===== src/rtl/block_pool_manager_unit_defines.svh =====
// ----------------------------------------------------------------------------
// Block pool manager assertion macros
// Shared property templates for the checks inside the block pool manager.
// ----------------------------------------------------------------------------
`ifndef BLOCK_POOL_MANAGER_UNIT_DEFINES_SVH
`define BLOCK_POOL_MANAGER_UNIT_DEFINES_SVH

// The consequent must hold in the same cycle as the antecedent.
`define BPM_ASSERT_IMP(label, ante, cons) \
   label: assert property (@(posedge clock) disable iff (reset) (ante) |-> (cons)) \
      else $error("block pool manager check failed");

// The consequent must hold in the cycle after the antecedent.
`define BPM_ASSERT_NXT(label, ante, cons) \
   label: assert property (@(posedge clock) disable iff (reset) (ante) |=> (cons)) \
      else $error("block pool manager check failed");

`endif


===== src/rtl/bpm_ram.sv =====
// ----------------------------------------------------------------------------
// Block pool manager RAM
// Generic single-write, single-read synchronous RAM with a registered read.
// ----------------------------------------------------------------------------
module bpm_ram #(
   parameter int unsigned WIDTH = 8,
   parameter int unsigned DEPTH = 256,
   localparam int unsigned AddrW = $clog2(DEPTH)
) (
   input  logic             clock,
   input  logic             wr_en,
   input  logic [AddrW-1:0] wr_addr,
   input  logic [WIDTH-1:0] wr_data,
   input  logic             rd_en,
   input  logic [AddrW-1:0] rd_addr,
   output logic [WIDTH-1:0] rd_data
);

   logic [WIDTH-1:0] mem_ff [DEPTH];
   logic [WIDTH-1:0] rd_data_ff;

   always_ff @(posedge clock) begin
      if (wr_en) begin
         mem_ff[wr_addr] <= wr_data;
      end
      if (rd_en) begin
         rd_data_ff <= mem_ff[rd_addr];
      end
   end

   assign rd_data = rd_data_ff;

endmodule


===== config.mk =====
export PLATFORM = sky130hd
export DESIGN_NAME = bpm_ram
export DESIGN_NICKNAME = d
export VERILOG_FILES = /design/src/rtl/block_pool_manager_unit_defines.svh /design/src/rtl/bpm_ram.sv
export SDC_FILE = /design/constraint.sdc
export NUM_CORES = 2
export LEC_CHECK = 0
export ABC_AREA = 1
export BUFFER_PORTS_ARGS = -buffer_cell sky130_fd_sc_hd__buf_2
export CAP_MARGIN = 20
export CORE_MARGIN = 5
export CORE_UTILIZATION = 34
export DETAILED_ROUTE_END_ITERATION = 10
export GPL_TIMING_DRIVEN = 0
export PLACE_DENSITY = 0.47
export SLEW_MARGIN = 15
export SYNTH_ARGS = -nofsm -noshare
export SYNTH_HDL_FRONTEND = slang
export SYNTH_SLANG_ARGS = --single-unit

===== constraint.sdc =====
create_clock -name clock -period 2.8 [get_ports clock]
set_input_delay 0.28 -clock clock [delete_from_list [all_inputs] [get_ports clock]]
set_output_delay 0.28 -clock clock [all_outputs]
set_load 0.02 [all_outputs]

* After elaboration in Yosys (flattened, before gate mapping)
Memory sizes are Yosys's and may differ from the RTL's. A register that Yosys moved wholly into a read port is not among the register bits. Index checks and enable logic that the tools add are counted. W data, S select, Z words.
Word-level totals: bits in registers 0, memory bits (writable) 2048, output and inout port bits 8, word-level logic and storage cells 3, memories 1
Memory list:
- mem_ff | depth 256, width 8, rd ports 1, clocked after Yosys merged registers in 1, wr ports 1, line bpm_ram.sv:19 | logic [WIDTH-1:0] mem_ff [DEPTH];
Cells by class: multiplexer cells 2
Operators with widths (number):
- $mux W1 | 2

* Longest topological paths before layout
depth in word-level cells 2, mapped depth 15, depth with buffers taken out 11

* Least setup slack after synthesis
OpenSTA, ideal clock, no wires.
kind input port to flip-flop, from in wr_en, to mem mem_ff[162][0], enable pin, arrival 1.401 ns, setup slack 1.029 ns, stages on the path 4, path through clkbuf_1 > nand3_1 > clkbuf_1 > nor2_1
On the way: cells in the longest elaborated chain, start to end 2
Ends and longest elaborated chain:
- start, declared | line bpm_ram.sv:11 | input logic wr_en,
- $mux W1 | line bpm_ram.sv:23 | if (wr_en) begin
- $mux W1 (not written as such) | line bpm_ram.sv:24 | mem_ff[wr_addr] <= wr_data;
- end, declared | line bpm_ram.sv:19
Every way passes these cells.

==> flow_summary_export.csv <==
group,metric,value,unit
power,pwr-share-clk,42.2,%
run,max-cap-violations,0,
power,ir_worst_vdd,0.577,mV
critical_path,worstSetupPathType,"in -> reg",
drt,drc,0,
power,switching_share,25.2,%
critical_path,slowest_stage,"buf_2",
critical_path,cp-startpoint,"rd_addr[1]",
critical_path,arrival,3.61,ns
drt,drtIter0Drc,8964,
final_layout,finalNetCount,7395,
clocking,cts_max_path_buffers,3,
sta,holdWs,0.136,ns
synth,ys_top_cells_by_area,"edfxtp_1, nand3_1, nand2_1",
synth,synth.top_cell.area_share,74.0,%
place,hpwl,263000,um
power,comb_power_share,7.7,%
critical_path,endpoint,"rd_data[4]$_DFFE_PP_",
global_route,antenna_found_initial,29,
critical_path,crit_path_frequent_cell,"nand3_1",
power,p_int,50.8,mW
place,portBuffers,27,
clocking,htreeDepth,4,
sta,fmax,332,MHz
global_route,grt.total_usage,28.7,%
clocking,cts_tree,"built",
sta,setup_tns,-0.660,ns
synth,syn_avg_cell_area,11.9,um2
power,p_leak,33.6,nW
global_route,grt_pass1_vias,56841,
clocking,clock-sinks,2056,
power,total_power,67.9,mW
drt,highest_layer,"met5",
final_layout,multi_input_area,0.0194,mm2
die,die_area,0.256,mm2
critical_path,rr_startpoint,"mem_ff[157][4]$_DFFE_PP_",
synth,async_reset_ff_share,0,%
synth,yosys.area.top_type,"edfxtp_1",
drt,drt_pass1_iterations,6,
sta,post-route-period-util,108,%
die,num_rows,182,
sta,hold_viol,0,
final_layout,drive_above_1_share,11.8,%
power,seqPwrFrac,50.1,%
critical_path,cp.depth,12,
run_status,violations,"setup timing",
synth,synth-seq-cells,2056,
place,post-place-ws,-1.37,ns
synth,synth-edff-count,2056,
critical_path,critPathBufInv,3,
final_layout,regArea,0.0617,mm2
sta,tightest_slew,1.29,ns
critical_path,crit_family,"simple AND/OR/NAND/NOR gates",
drt,avgViaCountPerCell,5.72,
clocking,clock_latency,0.92,ns
critical_path,r2r_end,"rd_data[4]$_DFFE_PP_",
drt,met2WireLength,161000,um
sta,setup_viol,5,
synth,yosysSeqAreaShare,74.0,%
sta,drv_slew,0,
die,die_w,506,um
drt,wl_met1,154000,um
sta,grt_setup_unrepaired,"false",
die,start_util,34.0,%
synth,syn_nets,7030,
drt,routed_wl,377000,um
clocking,clk_pin_slew,0.06,ns
clocking,root_buffer,"clkbuf_16",
critical_path,required,3.40,ns
critical_path,r2r_cells,10,
drt,ant_nets,0,
die,io_pins,35,
sta,fin_skew,0.0457,ns
drt,wl_per_cell,35.0,um
synth,synth_commonest_cells,"nand2_1, edfxtp_1, nand3_1",
power,p_per_area,702,mW/mm2
drt,via_count,61663,
global_route,grt_pass1_wl,500000,um
critical_path,start_kind,"primary input",
synth,synthMostInstantiatedCell,"nand2_1",
synth,ys.flop_type,"edfxtp_1",
clocking,cts_setup_buffers,0,
drt,met3WireLength,38200,um
power,power.switching,17.1,mW
synth,yosysWarnings,0,
place,place.gp.congestion,0.973,
critical_path,critPathMaxFanout,10,
global_route,grt_overflow,0,
die,die_h,506,um
run_status,outcome,"finished, violations left",
final_layout,syn2layout_area_growth,15.8,%
min_path,hold_class,"in -> reg",
global_route,grt_max_degree,130,
die,core_area,0.245,mm2
critical_path,r2r_slack,0.38,ns
sta,period_needed,3.01,ns
critical_path,slowest_delay,0.68,ns
clocking,numCtsBuffers,223,
sta,slew_headroom,14.1,%
sta,worst_slack,-0.212,ns
synth,ys_types,13,
critical_path,crit_path_end_kind,"flip-flop",
final_layout,n_fill_cell,23451,
synth,synthCells,7003,
critical_path,crit_chain,"buf_4 > buf_2 > clkbuf_2 > nand3_1 > nand3_1 > nand3_1 > nand3_1 > nand3_1 > nand3_1 > nand2_1 > nand2_1 > nand2_1",
synth,synthesis.area,0.0835,mm2
power by group through the flow:
stage          combinational [mW]  clock (mW)  sequential, mW
3_5_place_dp                 5.05           0            34.6
4_1_cts                      5.08        28.8            34.0
6_report                     5.26        28.6            34.0
3_3_place_gp                 4.90           0            34.8
2_1_floorplan                2.09           0            34.6
5_1_grt                      5.36        30.1            34.0
placed cells by master (no fill, tap or decap):
cell type	n
buf_1	27
buf_16	24
buf_2	288
buf_4	86
buf_6	32
buf_8	33
bufinv_16	11
clkbuf_1	133
clkbuf_16	225
clkbuf_2	39
clkbuf_4	3
clkbuf_8	3
clkdlybuf4s15_2	7
clkinv_1	60
clkinv_16	9
clkinv_2	29
clkinv_4	1
clkinv_8	1
clkinvlp_4	3
diode_2	17
dlygate4sd3_1	10
edfxtp_1	2056
inv_1	36
inv_16	1
inv_2	2
inv_4	1
inv_6	4
inv_8	1
nand2_1	2123
nand3_1	2019
nor2_1	195
nor2_2	88
cell families (layout without fill, tap and decap cells):
group                  Yosys count  count (layout)  share of synthesized area, %
AND/OR/NAND/NOR               4425            4425                          22.9
flip-flops                    2056            2056                          74.0
buffers and inverters          522            1069                          3.12
other                            0              17                             0
flip-flops by register name, summed over array words and instances (netlist names):
signal   cells
mem_ff    2048
rd_data      8
per-stage QoR:
step,cell area (um2),cells,util (%)
floorplan,83500,7003,-
CTS,96400,10749,39.3
finish,96700,10787,39.4
global placement,87600,10250,35.7
detailed placement,89300,10332,36.4
global route,96600,10773,39.4
worst min-delay path by stage:
stage	from	end	slack, ns	cells past startpoint
floorplan	wr_data[0]	mem_ff[0][0]$_DFFE_PP_	0.38	0
global placement	rd_en	rd_data[0]$_DFFE_PP_	0.71	1
detailed placement	wr_data[4]	mem_ff[198][4]$_DFFE_PP_	0.71	1
CTS	wr_addr[4]	mem_ff[182][7]$_DFFE_PP_	0.08	5
global route	wr_en	mem_ff[246][7]$_DFFE_PP_	0.12	3
finish	wr_en	mem_ff[246][7]$_DFFE_PP_	0.14	3
area by class of cell:
| type | count | area share, % |
|---|---|---|
| diodes | 17 | 0.0440 |
| plain buffers | 483 | 2.67 |
| clock buffers | 287 | 6.06 |
| clock inverters | 120 | 1.12 |
| inverters | 39 | 0.154 |
| multi-input cells | 4425 | 20.0 |
| flip-flops and latches | 2056 | 63.9 |
| well taps | 3220 | 4.17 |
| repair buffers | 140 | 1.89 |
layer usage:
layer  up-vias  track usage [%]
met5         -                0
met4         2             15.4
met3       816             6.39
met2      3826             42.1
met1     31355             39.6
li1      25664                -
worst reg2reg max path, cell delays in order, from the launching register on:
cell and delay [ns]:
edfxtp_1 0.37, nand2_1 0.08, nand3_1 0.10, nand3_1 0.14
nand3_1 0.13, nand3_1 0.19, nand3_1 0.23, nand3_1 0.45
nand2_1 0.16, nand2_1 0.11, nand2_1 0.18
repair_timing:
item | CTS | global route
pin swaps | 0 | 0
hold endpoints to repair | 547 | 0
endpoints found under the setup margin | 8 | 6
gates resized for setup | 24 | 16
hold buffers | 10 | 0
cloned | 0 | 0
No activity file was read; power rests on OpenSTA's default activity.
