$ cat src/rtl/block_pool_manager_unit_defines.svh
// ----------------------------------------------------------------------------
// Block pool manager assertion macros
// Shared property templates for the checks inside the block pool manager.
// ----------------------------------------------------------------------------
`ifndef BLOCK_POOL_MANAGER_UNIT_DEFINES_SVH
`define BLOCK_POOL_MANAGER_UNIT_DEFINES_SVH

// The consequent must hold in the same cycle as the antecedent.
`define BPM_ASSERT_IMP(label, ante, cons) \
   label: assert property (@(posedge clock) disable iff (reset) (ante) |-> (cons)) \
      else $error("block pool manager check failed");

// The consequent must hold in the cycle after the antecedent.
`define BPM_ASSERT_NXT(label, ante, cons) \
   label: assert property (@(posedge clock) disable iff (reset) (ante) |=> (cons)) \
      else $error("block pool manager check failed");

`endif

$ cat src/rtl/bpm_pkg.sv
// ----------------------------------------------------------------------------
// Block pool manager package
// Widths, codes and the interface structs shared by the pool manager modules.
// ----------------------------------------------------------------------------
package bpm_pkg;

   localparam int unsigned NUM_BLOCKS = 256;
   localparam int unsigned ID_W       = $clog2(NUM_BLOCKS);
   localparam int unsigned CNT_W      = ID_W + 1;
   localparam int unsigned BYTES_W    = 40;
   localparam int unsigned BB_W       = 24;
   localparam int unsigned WC_W       = 8;
   localparam int unsigned LEFT_W     = 31;
   localparam int unsigned KIND_W     = 2;
   localparam int unsigned STATUS_W   = 3;
   localparam int unsigned CSR_IDX_W  = 3;
   localparam int unsigned CSR_DATA_W = 40;
   localparam int unsigned REQ_DATA_W = 8;
   localparam int unsigned RSP_DATA_W = 80;
   localparam int unsigned KEEP_W     = BB_W + WC_W + 1;

   // Request kinds; the remaining codes are answered like a query.
   localparam logic [KIND_W-1:0] REQ_GET  = 2'd0;
   localparam logic [KIND_W-1:0] REQ_FREE = 2'd1;

   // Configuration register indexes.
   localparam logic [CSR_IDX_W-1:0] REG_BLOCK_BYTES   = 3'd0;
   localparam logic [CSR_IDX_W-1:0] REG_SOFT_LIMIT_ON = 3'd1;
   localparam logic [CSR_IDX_W-1:0] REG_SOFT_LIMIT    = 3'd2;
   localparam logic [CSR_IDX_W-1:0] REG_HARD_LIMIT_ON = 3'd3;
   localparam logic [CSR_IDX_W-1:0] REG_HARD_LIMIT    = 3'd4;
   localparam logic [CSR_IDX_W-1:0] REG_WORKER_COUNT  = 3'd5;

   localparam logic [BB_W-1:0]   BLOCK_BYTES_RESET  = 24'd4096;
   localparam logic [WC_W-1:0]   WORKER_COUNT_RESET = 8'd1;
   localparam logic [LEFT_W-1:0] LEFT_MAX           = '1;
   localparam logic [LEFT_W-1:0] UNLIMITED_LEFT     = 31'd9999;
   localparam logic [CNT_W-1:0]  KEEP_NO_LIMIT      = 9'd5;

   typedef enum logic [STATUS_W-1:0] {
      ST_GOT_CACHED   = 3'd0,
      ST_GOT_FRESH    = 3'd1,
      ST_HARD_REFUSED = 3'd2,
      ST_POOL_EMPTY   = 3'd3,
      ST_KEPT         = 3'd4,
      ST_RELEASED     = 3'd5,
      ST_NOT_IN_USE   = 3'd6,
      ST_QUERY        = 3'd7
   } status_type;

   // Start of a blocks-left calculation, with the state after the request.
   typedef struct packed {
      logic               start;
      logic [BYTES_W-1:0] alloc;
      logic [CNT_W-1:0]   cache_cnt;
      logic [BB_W-1:0]    blk_bytes;
      logic [BYTES_W-1:0] soft_bytes;
      logic [WC_W-1:0]    workers;
   } left_req_type;

   typedef struct packed {
      logic              done;
      logic [LEFT_W-1:0] left;
   } left_rsp_type;

endpackage

$ cat src/rtl/bpm_left.sv
// ----------------------------------------------------------------------------
// Block pool manager blocks-left unit
// Works out how many more blocks the soft limit allows, one quotient bit a
// cycle.
// ----------------------------------------------------------------------------
module bpm_left (
   input  logic                  clock,
   input  logic                  reset,
   input  bpm_pkg::left_req_type left_req,
   output bpm_pkg::left_rsp_type left_rsp
);

   import bpm_pkg::*;

   localparam int unsigned CoefW   = CNT_W + 1;
   localparam int unsigned ProdW   = BB_W + 1 + CoefW;
   localparam int unsigned NearW   = BYTES_W + 2;
   localparam int unsigned RoomW   = BYTES_W + 1;
   localparam int unsigned DivCntW = $clog2(LEFT_W);

   typedef enum logic [5:0] {
      L_IDLE = 6'b000001,
      L_MUL  = 6'b000010,
      L_NEAR = 6'b000100,
      L_SAT  = 6'b001000,
      L_DIV  = 6'b010000,
      L_DONE = 6'b100000
   } lstate_type;

   lstate_type              state_ff, state_in;
   logic [BYTES_W-1:0]      alloc_ff, alloc_in;
   logic signed [CoefW-1:0] coef_ff, coef_in;
   logic signed [ProdW-1:0] prod_ff, prod_in;
   logic [RoomW-1:0]        room_ff, room_in;
   logic [BB_W-1:0]         rem_ff, rem_in;
   logic [LEFT_W-1:0]       dvd_ff, dvd_in;
   logic [LEFT_W-1:0]       left_ff, left_in;
   logic [DivCntW-1:0]      cnt_ff, cnt_in;

   logic signed [NearW-1:0] near;
   logic signed [NearW-1:0] soft_ext;
   logic [BB_W:0]           trial;
   logic                    trial_ge;

   always_comb begin
      // Signed distance of (workers / 2) from the number of cached ids.
      coef_in = signed'({3'b000, left_req.workers[WC_W-1:1]})
              - signed'({1'b0, left_req.cache_cnt});
      prod_in = ProdW'(signed'({1'b0, left_req.blk_bytes}) * coef_ff);

      near     = signed'({2'b00, alloc_ff}) + NearW'(prod_ff);
      soft_ext = signed'({2'b00, left_req.soft_bytes});
      room_in  = RoomW'(soft_ext - near);

      trial    = {rem_ff, dvd_ff[LEFT_W-1]};
      trial_ge = trial >= {1'b0, left_req.blk_bytes};
   end

   always_comb begin
      state_in = state_ff;
      alloc_in = alloc_ff;
      rem_in   = rem_ff;
      dvd_in   = dvd_ff;
      left_in  = left_ff;
      cnt_in   = cnt_ff;
      unique case (state_ff)
         L_IDLE: begin
            alloc_in = left_req.alloc;
            if (left_req.start) begin
               state_in = L_MUL;
            end
         end
         L_MUL: begin
            state_in = L_NEAR;
         end
         L_NEAR: begin
            if (near > soft_ext) begin
               left_in  = '0;
               state_in = L_DONE;
            end else begin
               state_in = L_SAT;
            end
         end
         L_SAT: begin
            // A zero block size also lands here, since any room is at least zero.
            if ({14'b0, room_ff} >= {left_req.blk_bytes, LEFT_W'(0)}) begin
               left_in  = LEFT_MAX;
               state_in = L_DONE;
            end else begin
               rem_in   = BB_W'(room_ff[RoomW-1:LEFT_W]);
               dvd_in   = room_ff[LEFT_W-1:0];
               left_in  = '0;
               cnt_in   = '0;
               state_in = L_DIV;
            end
         end
         L_DIV: begin
            rem_in  = trial_ge ? BB_W'(trial - {1'b0, left_req.blk_bytes}) : BB_W'(trial);
            dvd_in  = {dvd_ff[LEFT_W-2:0], 1'b0};
            left_in = {left_ff[LEFT_W-2:0], trial_ge};
            cnt_in  = cnt_ff + 1'b1;
            if (cnt_ff == DivCntW'(LEFT_W - 1)) begin
               state_in = L_DONE;
            end
         end
         L_DONE: begin
            state_in = L_IDLE;
         end
         default: begin
            state_in = L_IDLE;
         end
      endcase
   end

   always_ff @(posedge clock) begin
      if (reset) begin
         state_ff <= L_IDLE;
      end else begin
         state_ff <= state_in;
      end
   end

   always_ff @(posedge clock) begin
      alloc_ff <= alloc_in;
      coef_ff  <= coef_in;
      prod_ff  <= prod_in;
      room_ff  <= room_in;
      rem_ff   <= rem_in;
      dvd_ff   <= dvd_in;
      left_ff  <= left_in;
      cnt_ff   <= cnt_in;
   end

   assign left_rsp.done = (state_ff == L_DONE);
   assign left_rsp.left = left_ff;

endmodule

$ cat config.mk
export PLATFORM = sky130hd
export DESIGN_NAME = bpm_left
export DESIGN_NICKNAME = d
export VERILOG_FILES = /design/src/rtl/block_pool_manager_unit_defines.svh /design/src/rtl/bpm_pkg.sv /design/src/rtl/bpm_left.sv
export SDC_FILE = /design/constraint.sdc
export NUM_CORES = 1
export LEC_CHECK = 0
export BUFFER_PORTS_ARGS = -buffer_cell sky130_fd_sc_hd__buf_4
export CORE_ASPECT_RATIO = 0.5
export CORE_MARGIN = 3
export CORE_UTILIZATION = 50
export CTS_CLUSTER_SIZE = 28
export DETAILED_ROUTE_END_ITERATION = 16
export PLACE_DENSITY = 0.68
export SYNTH_ARGS = -nofsm -noshare
export SYNTH_HDL_FRONTEND = slang
export SYNTH_SLANG_ARGS = --single-unit
$ cat constraint.sdc
create_clock -name clock -period 8.46 [get_ports clock]
set_input_delay 0.423 -clock clock [delete_from_list [all_inputs] [get_ports clock]]
set_output_delay 0.423 -clock clock [all_outputs]
set_load 0.05 [all_outputs]
* Word level (Yosys, flattened, before mapping) *
Index checks and enable logic that the tools add are counted.

word-level totals
  bits in registers = 223
  input bits = 124
  logic and storage cells = 49
  output and inout bits = 32

operators by class
  order comparisons = 3
  eq/ne operators = 11
  $mul = 1
  reductions and logical operators = 5
  add/subtract/negate cells = 5
  muxes and demuxes = 15

operators by type and width
  operator                                                               count
  31-bit 2-to-1 mux                                                      3
  31-bit case mux with 3 select lines                                    1
  31-bit case mux with 2 select lines                                    1
  41-bit by 55-bit >= comparator with 1-bit output                       1
  24-bit 2-to-1 mux                                                      2
  24-bit case mux with 2 select lines                                    1
  41-bit by 35-bit adder with 42-bit output                              1
  42-bit by 41-bit greater-than comparator with 1-bit output             1
  41-bit subtractor                                                      1
  25-bit by 10-bit multiplier with 35-bit output                         1
  6-bit case mux with 5 select lines                                     1
  25-bit by 24-bit >= comparator with 1-bit output                       1
  6-bit 2-to-1 mux                                                       4
  24-bit subtractor                                                      1
  5-bit case mux with 2 select lines                                     1
  7-bit by 9-bit subtractor with 10-bit output                           1
  2-bit inequality test, second input constant                           4
  6-bit by 1-bit equality test with 1-bit output, second input constant  1
  6-bit by 2-bit equality test with 1-bit output, second input constant  1
  6-bit by 3-bit equality test with 1-bit output, second input constant  1
  6-bit by 4-bit equality test with 1-bit output, second input constant  1
  6-bit by 5-bit equality test with 1-bit output, second input constant  1
  6-bit equality test, second input constant                             1
  2-bit AND reduction                                                    3
  5 further kinds                                                        5

* Longest topological paths before layout *
  depth in word-level cells = 4
  mapped depth = 24
  mapped depth without buffers = 24

* Worst setup path before layout *
No wires, ideal clock.

  path type = flip-flop to flip-flop
  start point = register coef_ff[9]
  end point = register prod_ff[34]
  stages on the path, launching flop included = 23
  path buffers = 2
  clock period less this slack = 5.895 ns
  required time = 8.339 ns
  data arrival time = 5.774 ns
  library setup time = 0.121 ns
  path slack = 2.565 ns
  cells stage by stage = dfxtp_1 -> clkbuf_1 -> inv_1 -> clkbuf_1 -> nor2_1 -> fa_1 -> fa_1 -> fa_1 -> inv_1 -> fa_1 -> inv_1 -> fa_1 -> ha_1 -> and4_1 -> nor2b_1 -> o21ai_0 -> a21boi_0 -> a31o_2 -> o21ai_1 -> nor4_1 -> o41ai_2 -> a31oi_1 -> xnor2_1

on the way
  longest elaborated chain between the ends = 1

RTL lines
  item                                            line             source
  start: declaration                              bpm_left.sv:32   logic signed [CoefW-1:0] coef_ff, coef_in;
  start signal: assignment                        bpm_left.sv:125  coef_ff <= coef_in;
  25-bit by 10-bit multiplier with 35-bit output  bpm_left.sv:49   prod_in = ProdW'(signed'({1'b0, left_req.blk_bytes}) * coef_ff);
  net prod_in[34]                                 bpm_left.sv:33   logic signed [ProdW-1:0] prod_ff, prod_in;
  end signal: assignment                          bpm_left.sv:126  prod_ff <= prod_in;
  end: declaration                                bpm_left.sv:33

The timed path passes the listed nets, and every way through them passes these cells.
A chain may end at the register's enable or synchronous reset.

* Final worst setup path *
Same ends and word-level chain as after synthesis.

==> run_results.csv <==
group,metric,value,unit
global_routing,antenna_found_initial,0,
logic_synthesis,synth_cell_type_count,78,
clock_tree,cts_made_buffers,22,
job,max_cap_viol_count,0,
placement,dp_hpwl,42800,um
critical_path,critical_path.max_fanout,16,
detailed_routing,ant_nets,0,
cells_and_area,diodes,0,
global_routing,grt_pass1_wl,87900,um
die,die_h,155,um
sta,fin_crit,6790,ps
min_path,hold_path_class,"in -> reg",
sta,fin_hold_ws,51.2,ps
die,core-area,0.0429,sq mm
die,initial_utilization,0.518,
sta,rsz0062_at_grt,"false",
detailed_routing,drt-vias-per-instance,5.44,
detailed_routing,first_iter_violations,1068,
detailed_routing,routedWlPerCell,17.0,um
clock_tree,cts_resized,0,
cells_and_area,fin_nets,3141,
logic_synthesis,ys_warn_count,0,
die,io_pins,156,
sta,fin_crit_sh,0.802,
sta,relSlewSlack,0.324,
placement,place_congestion,0.923,
sta,finClkSkew,36.9,ps
clock_tree,htree_levels,1,
logic_synthesis,syn_inst,2480,
global_routing,grt_overflow,0,
critical_path,path_class,"reg -> reg",
logic_synthesis,yosysSeqAreaShare,0.260,
logic_synthesis,synth_fp_nets,3041,
logic_synthesis,synth.area.top_cells,"edfxtp_1, fa_1, ha_1, dfxtp_1, inv_1",
sta,tns,0,ps
logic_synthesis,synth_seq_cells,223,
clock_tree,holdBufCountCts,0,
critical_path,start_kind,"flip-flop",
cells_and_area,fin_area,0.0246,sq mm
sta,max_freq,0.147,GHz
logic_synthesis,synth_edf_count,131,
cells_and_area,drive_gt1_frac,0.0878,
logic_synthesis,synth_top_area_frac,0.177,
die,die_w,304,um
sta,slew_viol_final,0,
logic_synthesis,yosys.area.top_type,"edfxtp_1",
critical_path,reg2regPathDepth,22,
sta,setup_viol_count_final,0,
clock_tree,insertion_delay,560,ps
critical_path,crit_required,8880,ps
logic_synthesis,synth_area_per_cell,8.96,sq um
clock_tree,post_cts_buffers,0,
sta,worst_pin_slew,1010,ps
outcome,outcome,"finished, final reports clean",
die,rows,53,
logic_synthesis,async_flop_share,0,
placement,place_area,0.0238,sq mm
die,fp.dieArea,0.0472,sq mm
detailed_routing,wirelength,53900,um
global_routing,grt_pass1_vias,17000,
critical_path,cp.arrival,7200,ps
global_routing,grt.total_usage,0.229,
critical_path,end_kind,"flip-flop",
logic_synthesis,synth_area,0.0222,sq mm
global_routing,grt_start_max_net_pins,68,
detailed_routing,dr.pass1.iters,5,
cells_and_area,area_delta_synth_final,10.6,%
detailed_routing,vias,17300,
detailed_routing,drc_errors,0,
sta,hold_viol_final,0,
clock_tree,clock_sinks,223,
min_path,hold_path_depth,1,
cells_and_area,fin_util,0.573,
logic_synthesis,synthTopCellsByCount,"inv_1, nand2_1, ha_1",
logic_synthesis,ys.flop_type,"edfxtp_1",
clock_tree,clk_pin_slew,70,ps
clock_tree,cts_max_path_buffers,3,
clock_tree,cts_root_buf,"clkbuf_16",
clock_tree,cts_tree,"yes",
placement,numPortBuffers,154,
## path summary, 6_finish.rpt
kind / start / to / slack (ps)
worst min register to register: state_ff[2] / state_ff[2] / 480
worst max-delay path: coef_ff[9] / prod_ff[34] / 1670
worst max register to register: coef_ff[9] / prod_ff[34] / 1670
worst min-delay path: left_req[84] / alloc_ff[3] / 50
## per-layer routing
layer  up-vias  track usage  share of wire  wire [um]
met1      8314        0.322           0.47      25300
met2       436        0.384           0.46      24700
li1       8434            -              -          -
met4         0       0.0433          0.018        945
met3        69       0.0267          0.054       2900
met5         -            0              0          0
## cells in the final DEF (no fill, tap or decap), drive strengths merged, types with 92 or more instances in the layout
cell type / netlist / layout
dfxtp: 92 / 92
edfxtp: 131 / 131
fa: 179 / 179
a21oi: 131 / 131
nor2: 104 / 104
inv: 361 / 362
nand2: 362 / 362
ha: 258 / 258
buf: 4 / 161
and2: 102 / 102
o21ai: 98 / 98
## flip-flops by register name (all words and copies together), names as in the netlist
register,flops
prod_ff,35
left_ff,31
cnt_ff,5
coef_ff,10
alloc_ff,40
dvd_ff,31
rem_ff,24
state_ff,6
room_ff,41
## through the flow
| stage | std cells | worst slack, ps |
|---|---|---|
| 2_1_floorplan | 2480 | 2560 |
| 3_3_place_gp | 3133 | 1740 |
| 3_5_place_dp | 3133 | 1650 |
| 4_1_cts | 3173 | 1630 |
| 5_1_grt | 3173 | 1200 |
| 6_report | 3173 | 1670 |
## kinds of logic (layout without fill, tap and decap cells)
family | Yosys count | after routing | share of synthesized area
simple gates | 767 | 767 | 0.162
buf+inv | 446 | 562 | 0.0759
flops | 223 | 223 | 0.260
mux | 22 | 22 | 0.0101
fa+ha+maj | 437 | 437 | 0.306
compound gates | 449 | 449 | 0.132
xor+xnor | 136 | 136 | 0.0536
## critical path: stages (launching register included)
cell and delay (ps):
dfxtp_1 540, inv_1 680, nor2_1 160, fa_1 560, inv_1 60, fa_1 530
inv_1 60, fa_1 530, inv_1 50, fa_1 510, fa_1 550, inv_1 40
ha_1 390, and4_1 250, nor2b_1 130, o21ai_0 120, a21boi_0 170, a31o_2 260
o21ai_1 240, nor4_1 100, o41ai_2 440, a31oi_1 170, xnor2_1 150
## area by class of cell
class | instances | area [sq um]
Fill cell | 3870 | 18300
Multi-Input combinational cell | 1811 | 14800
Sequential cell | 223 | 5780
Inverter | 361 | 1360
Timing Repair Buffer | 161 | 1210
Tap cell | 577 | 722
Clock buffer | 26 | 576
Clock inverter | 14 | 164
Power is left out: the tool's default activity adds up to more than one toggle a clock period on the data nets, which glitch-free logic cannot reach.
